$ cat config.mk
export PLATFORM = sky130hd
export DESIGN_NAME = gbp_history
export DESIGN_NICKNAME = d
export VERILOG_FILES = /design/src/rtl/core/assert_macros.svh /design/src/rtl/core/gbp_pkg.sv /design/src/rtl/core/gbp_history.sv
export SDC_FILE = /design/constraint.sdc
export NUM_CORES = 1
export LEC_CHECK = 0
export ABC_AREA = 1
export BUFFER_PORTS_ARGS = -buffer_cell sky130_fd_sc_hd__buf_2
export CAP_MARGIN = 20
export CORE_MARGIN = 1.5
export CORE_UTILIZATION = 53
export DETAILED_ROUTE_END_ITERATION = 7
export GPL_TIMING_DRIVEN = 1
export PLACE_DENSITY = 0.8
export SLEW_MARGIN = 20
export SYNTH_ARGS = -nofsm -noshare
export SYNTH_HDL_FRONTEND = slang
export SYNTH_SLANG_ARGS = --single-unit
$ cat constraint.sdc
create_clock -name clk_i -period 1.21 [get_ports clk_i]
set_input_delay 0.242 -clock clk_i [delete_from_list [all_inputs] [get_ports clk_i]]
set_output_delay 0.242 -clock clk_i [all_outputs]
set_load 0.01 [all_outputs]
$ cat src/rtl/core/assert_macros.svh
// assertion macros shared by the predictor rtl
`ifndef ASSERT_MACROS_SVH
`define ASSERT_MACROS_SVH

`ifndef SYNTHESIS
// same-cycle implication
`define GBP_ASSERT_IMP(lbl, ante, cons, msg) \
  lbl: assert property (@(posedge clk_i) disable iff (!rst_ni) (ante) |-> (cons)) \
    else $error(msg);
// next-cycle implication
`define GBP_ASSERT_NXT(lbl, ante, cons, msg) \
  lbl: assert property (@(posedge clk_i) disable iff (!rst_ni) (ante) |=> (cons)) \
    else $error(msg);
`else
`define GBP_ASSERT_IMP(lbl, ante, cons, msg)
`define GBP_ASSERT_NXT(lbl, ante, cons, msg)
`endif

`endif

$ cat src/rtl/core/gbp_pkg.sv
// types and constants of the gshare branch predictor
package gbp_pkg;

  localparam int unsigned SnapW   = 12;
  localparam int unsigned AddrW   = 32;
  localparam int unsigned ThreadW = 2;

  typedef enum logic [2:0] {
    OP_PREDICT  = 3'd0,
    OP_RESOLVE  = 3'd1,
    OP_UNCOND   = 3'd2,
    OP_RESTORE  = 3'd3,
    OP_BTB_MISS = 3'd4
  } opcode_e;

  typedef struct packed {
    opcode_e            opcode;
    logic [ThreadW-1:0] thread;
    logic [AddrW-1:0]   pc;
    logic               taken;
    logic               squashed;
    logic [SnapW-1:0]   saved_history;
  } in_t;

  typedef struct packed {
    logic             prediction;
    logic [SnapW-1:0] history_snapshot;
  } out_t;

endpackage

$ cat src/rtl/core/gbp_history.sv
// per-thread global history registers and table index generation
module gbp_history #(
  parameter int unsigned THREADS = 4,
  parameter int unsigned IDX_W   = 12
) (
  input  logic                 clk_i,
  input  logic                 rst_ni,
  input  logic                 upd_i,
  input  gbp_pkg::in_t         in_i,
  output logic [IDX_W-1:0]     idx_o,
  output logic [gbp_pkg::SnapW-1:0] snap_o
);
  import gbp_pkg::*;

  localparam int unsigned TidW = (THREADS > 1) ? $clog2(THREADS) : 1;

  logic [IDX_W-1:0] hist_q [THREADS];
  logic [IDX_W-1:0] hist_cur;
  logic [IDX_W-1:0] hist_nxt;
  logic [4:0]       tid_red;
  logic [TidW-1:0]  tid;

  // thread number folded into range
  always_comb begin
    tid_red = 5'(in_i.thread);
    for (int k = 0; k < 4; k++) begin
      if (tid_red >= 5'(THREADS)) begin
        tid_red = tid_red - 5'(THREADS);
      end
    end
    tid = tid_red[TidW-1:0];
  end

  assign hist_cur = hist_q[tid];
  assign idx_o    = in_i.pc[IDX_W-1:0] ^ hist_cur;
  assign snap_o   = SnapW'(hist_cur);

  always_comb begin
    hist_nxt = hist_cur;
    unique case (in_i.opcode)
      OP_RESOLVE: begin
        if (in_i.squashed) begin
          hist_nxt = IDX_W'({in_i.saved_history, in_i.taken});
        end
      end
      OP_UNCOND:   hist_nxt = {hist_cur[IDX_W-2:0], 1'b1};
      OP_RESTORE:  hist_nxt = IDX_W'(in_i.saved_history);
      OP_BTB_MISS: hist_nxt = {hist_cur[IDX_W-1:1], 1'b0};
      default:     hist_nxt = hist_cur;
    endcase
  end

  always_ff @(posedge clk_i or negedge rst_ni) begin
    if (!rst_ni) begin
      for (int t = 0; t < THREADS; t++) begin
        hist_q[t] <= '0;
      end
    end else if (upd_i) begin
      hist_q[tid] <= hist_nxt;
    end
  end

endmodule

== After elaboration in Yosys (flattened, before gate mapping) ==
Cells that the tools add are included.
Storage, ports and cells
  logic and storage cells: 21
  bits of input ports: 54
  output and inout bits: 24
  bits in registers: 48
Cells by class
  magnitude comparators: 2
  eq/ne operators: 4
  bitwise logic cells: 2
  multiplexer cells: 8
  reduce and logical (&&, ||, !) cells: 1
Operator list (count)
  48-bit bitwise mux: 1
  12-bit two-way mux: 4
  12-bit one-hot mux with 4 select lines: 1
  12-bit binary-select mux with 2-bit select: 1
  12-bit demux with 2-bit select: 1
  12-bit bitwise XOR: 1
  3-bit by 2-bit == test with 1-bit output, second input constant: 2
  3-bit by 1-bit == test with 1-bit output, second input constant: 1
  3-bit == test, second input constant: 1
  3-bit >= comparator, second input constant: 1
  3-bit by 1-bit < comparator with 1-bit output, second input constant: 1
  2-bit inverter with 3-bit output: 1
  1-bit logical AND: 1

== Logic depth before layout (Yosys ltp) ==
  word-level depth: 7
  gate-level depth with buffers: 13
  depth with buffers taken out: 11

== Least setup slack after synthesis ==
No wires, ideal clock.
  path kind: input-to-output
  start point: input port in_i[46] in the netlist's numbering
  end point: output port idx_o[10]
  arrival time: 1.069 ns
  path slack: -0.101 ns
  data required time: 0.968 ns
  stages: 8
  buffers on the path: 2
  cells stage by stage: buf_6 inv_4 buf_6 nand2_1 nand2_1 nand2_1 nand2_1 xor2_1
Between the ends
  longest elaborated chain between the ends: 5
Ends and longest elaborated chain
  start, declared: RTL line gbp_history.sv:9  | input gbp_pkg::in_t in_i,
  2-bit inverter with 3-bit output (implied by the code): RTL line gbp_history.sv:34  | assign hist_cur = hist_q[tid];
  12-bit binary-select mux with 2-bit select: RTL line gbp_history.sv:34
  12-bit two-way mux (implied by the code) (2 in a row): RTL line gbp_history.sv:34
  named net snap_o (one bit): RTL line gbp_history.sv:11  | output logic [gbp_pkg::SnapW-1:0] snap_o
  12-bit bitwise XOR: RTL line gbp_history.sv:35  | assign idx_o = in_i.pc[IDX_W-1:0] ^ hist_cur;
  end, declared: RTL line gbp_history.sv:10  | output logic [IDX_W-1:0] idx_o,
The timed path passes the listed nets, and every way through them passes these cells. The select of a mux whose other input is x is not followed.

== Worst setup path in the final report ==
  start point: register hist_q[20] in the netlist's numbering
  end point: output port idx_o[8]
Between the ends
  longest elaborated chain between the ends: 4
Ends and longest elaborated chain
  start, declared: RTL line gbp_history.sv:17  | logic [IDX_W-1:0] hist_q [THREADS];
  start signal, assigned by index: RTL line gbp_history.sv:59  | hist_q[tid] <= hist_nxt;
  12-bit binary-select mux with 2-bit select: RTL line gbp_history.sv:34
  12-bit two-way mux (implied by the code) (2 in a row): RTL line gbp_history.sv:34
  12-bit bitwise XOR: RTL line gbp_history.sv:35
No other way between the ends. The select of a mux whose other input is x is not followed.

==> impl_metrics.ini <==
[place]
gp_congestion = 0.9090
dpl_worst_slack_ns = -0.4427
hpwl_um = 6414
portBuffers = 57

[logic_synthesis]
synth_largest_area_cell = dfrtp_1
yosys_register_bits = 48
syn_inst = 447
ys.warnings.count = 0
synth_top_cell_area_share_pct = 39.98
avgSynthCellArea_um2 = 6.721
mappedNetlistArea_um2 = 3004
yosys-top-cells-area = dfrtp_1 (40%), nand2_1 (32%), nand3_1 (4.3%)
yosysSeqAreaShare_pct = 39.98
syn-num-nets = 501
yosysUniqueCellTypes = 26

[drt]
routed_via_density = 6.597
route.detailed.drc = 11
drt_iter0_markers = 834
vias = 4420
firstDrtPassIters = 8
wl_per_cell_um = 24.25
wirelength_um = 16250
ant_nets = 0

[floorplanning]
initial_core_util_pct = 54.89
die_h_um = 78.29
die_w_um = 78.29
rows = 27
io_pins = 78
core_area_um2 = 5473
dieArea_um2 = 6129

[worst_setup_path]
reg2reg_depth = 10
path_class = flop to output port
r2r_slack_ns = -0.57
critPathLaunchType = flop
cp.arrival_ns = 1.56
endpoint_kind = output port
r2r_end = hist_q[37]
required_ns = 0.97
reg2reg_from = hist_q[13]
path_max_fanout = 4

[cells_and_area]
top_register = hist_q
layout-drive-gt1-share_pct = 52.84
area_growth_pct = 62.89
largest_reg_flops = 48
regArea_um2 = 1201
antenna_cells = 0
fill_cells = 174
multi_input_area_um2 = 2172
final_nets = 651
reg_top3 = hist_q (48)
final_util_pct = 89.41

[worst_hold_path]
worstHoldStart = in_i[4]
hold_class = primary input to flop
min_to = hist_q[16]
hold_depth = 5

[global_routing]
grt_busiest_layer = met2
met2_usage_pct = 63.57
overflow = 0
grt_util_met1_pct = 48.08
grt_pass1_wl_um = 18780
grt_pass1_vias = 3738
grt_start_max_net_pins = 49
grt_antenna_before_repair = 0
use_met3_pct = 12.44
gr-usage-all-layers_pct = 40.13

[clock_tree]
htreeDepth = 2
cts_tree = done
cts_buffers = 5
clockRootBuffer = clkbuf_8
cts_max_path_buffers = 2
clock_sinks = 48
worstSkewPairLatency_ns = 0.31
clk_pin_slew_worst_paths_ns = 0.10

[timing]
min_period_ns = 1.800
setup_tns_ns = -29.03
fin_crit_sh_pct = 148.7
relSlewSlack_pct = 73.95
setup_violations = 72
finalClockSkew_ns = 0.01998
rsz0062_at_grt = true
finalWorstSetupSlack_ns = -0.5897
fmax_mhz = 555.6
worst_pin_slew_ns = 0.3903
worst_hold_slack_ns = 0.3664
slew_violations = 0
hold_viol_final = 0

[run]
drv_cap = 0

[outcome]
violations = DRC, setup timing
status = complete, but fails checks

[power]
vdd_drop_max_mv = 1.328
powerDensity_nw_per_um2 = 1336
power_mw = 6.536
p_leak_nw = 2.693
[metrics by stage]
stage | area [um^2] | instances
6_report | 4893 | 670
5_1_grt | 4893 | 670
4_1_cts | 4429 | 652
3_5_place_dp | 3757 | 604
3_3_place_gp | 3757 | 604
2_1_floorplan | 3146 | 447
[synth_stat cells]
cell,n
nand2_1,258
dfrtp_1,48
nand3_1,26
nand2_2,19
inv_1,16
nor2_1,13
xor2_1,11
a21oi_1,8
nor2_2,7
a22oi_1,6
buf_2,6
clkbuf_1,5
buf_4,4
buf_6,4
nand3_2,3
a21boi_1,2
o21ai_0,2
a21oi_2,1
a31oi_1,1
inv_2,1
inv_4,1
nand4_1,1
nand4_2,1
nor2_4,1
o21ai_2,1
xnor2_1,1
[kinds of logic after synthesis]
group / after synthesis / share of synthesized area, %
AO/OA/AOI/OAI: 21 / 4.457
XOR/XNOR: 12 / 3.499
buffers and inverters: 37 / 6.456
flip-flops: 48 / 39.98
AND/OR/NAND/NOR: 329 / 45.61
[layer usage]
layer,routed length (um),vias up
li1,-,1663
met1,5134,1940
met2,6488,604
met3,2899,211
met4,1682,2
met5,45,-
[cell type report]
type,instances,area share (%)
Inverter,18,1.560
Clock buffer,6,1.688
Tap cell,72,1.841
Clock inverter,2,0.2046
Timing Repair Buffer,162,25.77
Sequential cell,48,24.55
Multi-Input combinational cell,362,44.39
[timing repair]
item                                    4_1_cts  5_1_grt
hold buffers                                  1        0
gates resized for setup                      68       93
pin swaps                                    65       47
buffers inserted                             39       19
endpoints found under the setup margin       72       72
hold endpoints to repair                     48        0
[critical path, cell delays in order, from the launching register on]
cell and delay, ns:
dfrtp_1 0.41, nand2_1 0.11, nand2_2 0.06, nand2_2 0.14
nand2_4 0.15, xor2_2 0.20, buf_2 0.17
[report_power, final]
part,switching (mW),internal [mW],total [mW]
registers,0.276,1.93,2.21
clock network,0.558,0.458,1.02
logic,1.87,1.44,3.31
[worst max path at each step]
stage | startpoint | end | slack, ns | cells past startpoint
6_report | hist_q[20] | idx_o[8] | -0.59 | 6
5_1_grt | hist_q[31] | idx_o[7] | -0.66 | 6
4_1_cts | hist_q[44] | idx_o[8] | -0.35 | 6
3_5_place_dp | in_i[47] | idx_o[0] | -0.44 | 7
3_3_place_gp | in_i[47] | idx_o[0] | -0.46 | 7
2_1_floorplan | in_i[46] | hist_q[3] | -0.04 | 13
[layout by cell type, fill, tap and decap left out]
master,instances
nand2_1,196
buf_4,81
nand2_2,61
dfrtp_1,48
buf_2,44
buf_6,34
nand2_4,20
nand3_2,17
inv_1,12
xor2_2,11
nand3_1,10
nor2_1,8
nor2_4,7
nor2_2,6
clkbuf_8,6
inv_2,4
a21oi_2,4
a22oi_2,4
a21oi_1,4
nand3_4,2
a21boi_2,2
a22oi_1,2
o21ai_2,2
clkinv_2,2
buf_12,2
inv_6,1
nand4_4,1
xnor2_2,1
o21ai_4,1
a21oi_4,1
a31oi_2,1
nand4_1,1
clkinvlp_4,1
dlygate4sd3_1,1
Note: power is estimated with default switching activity, not from simulation.
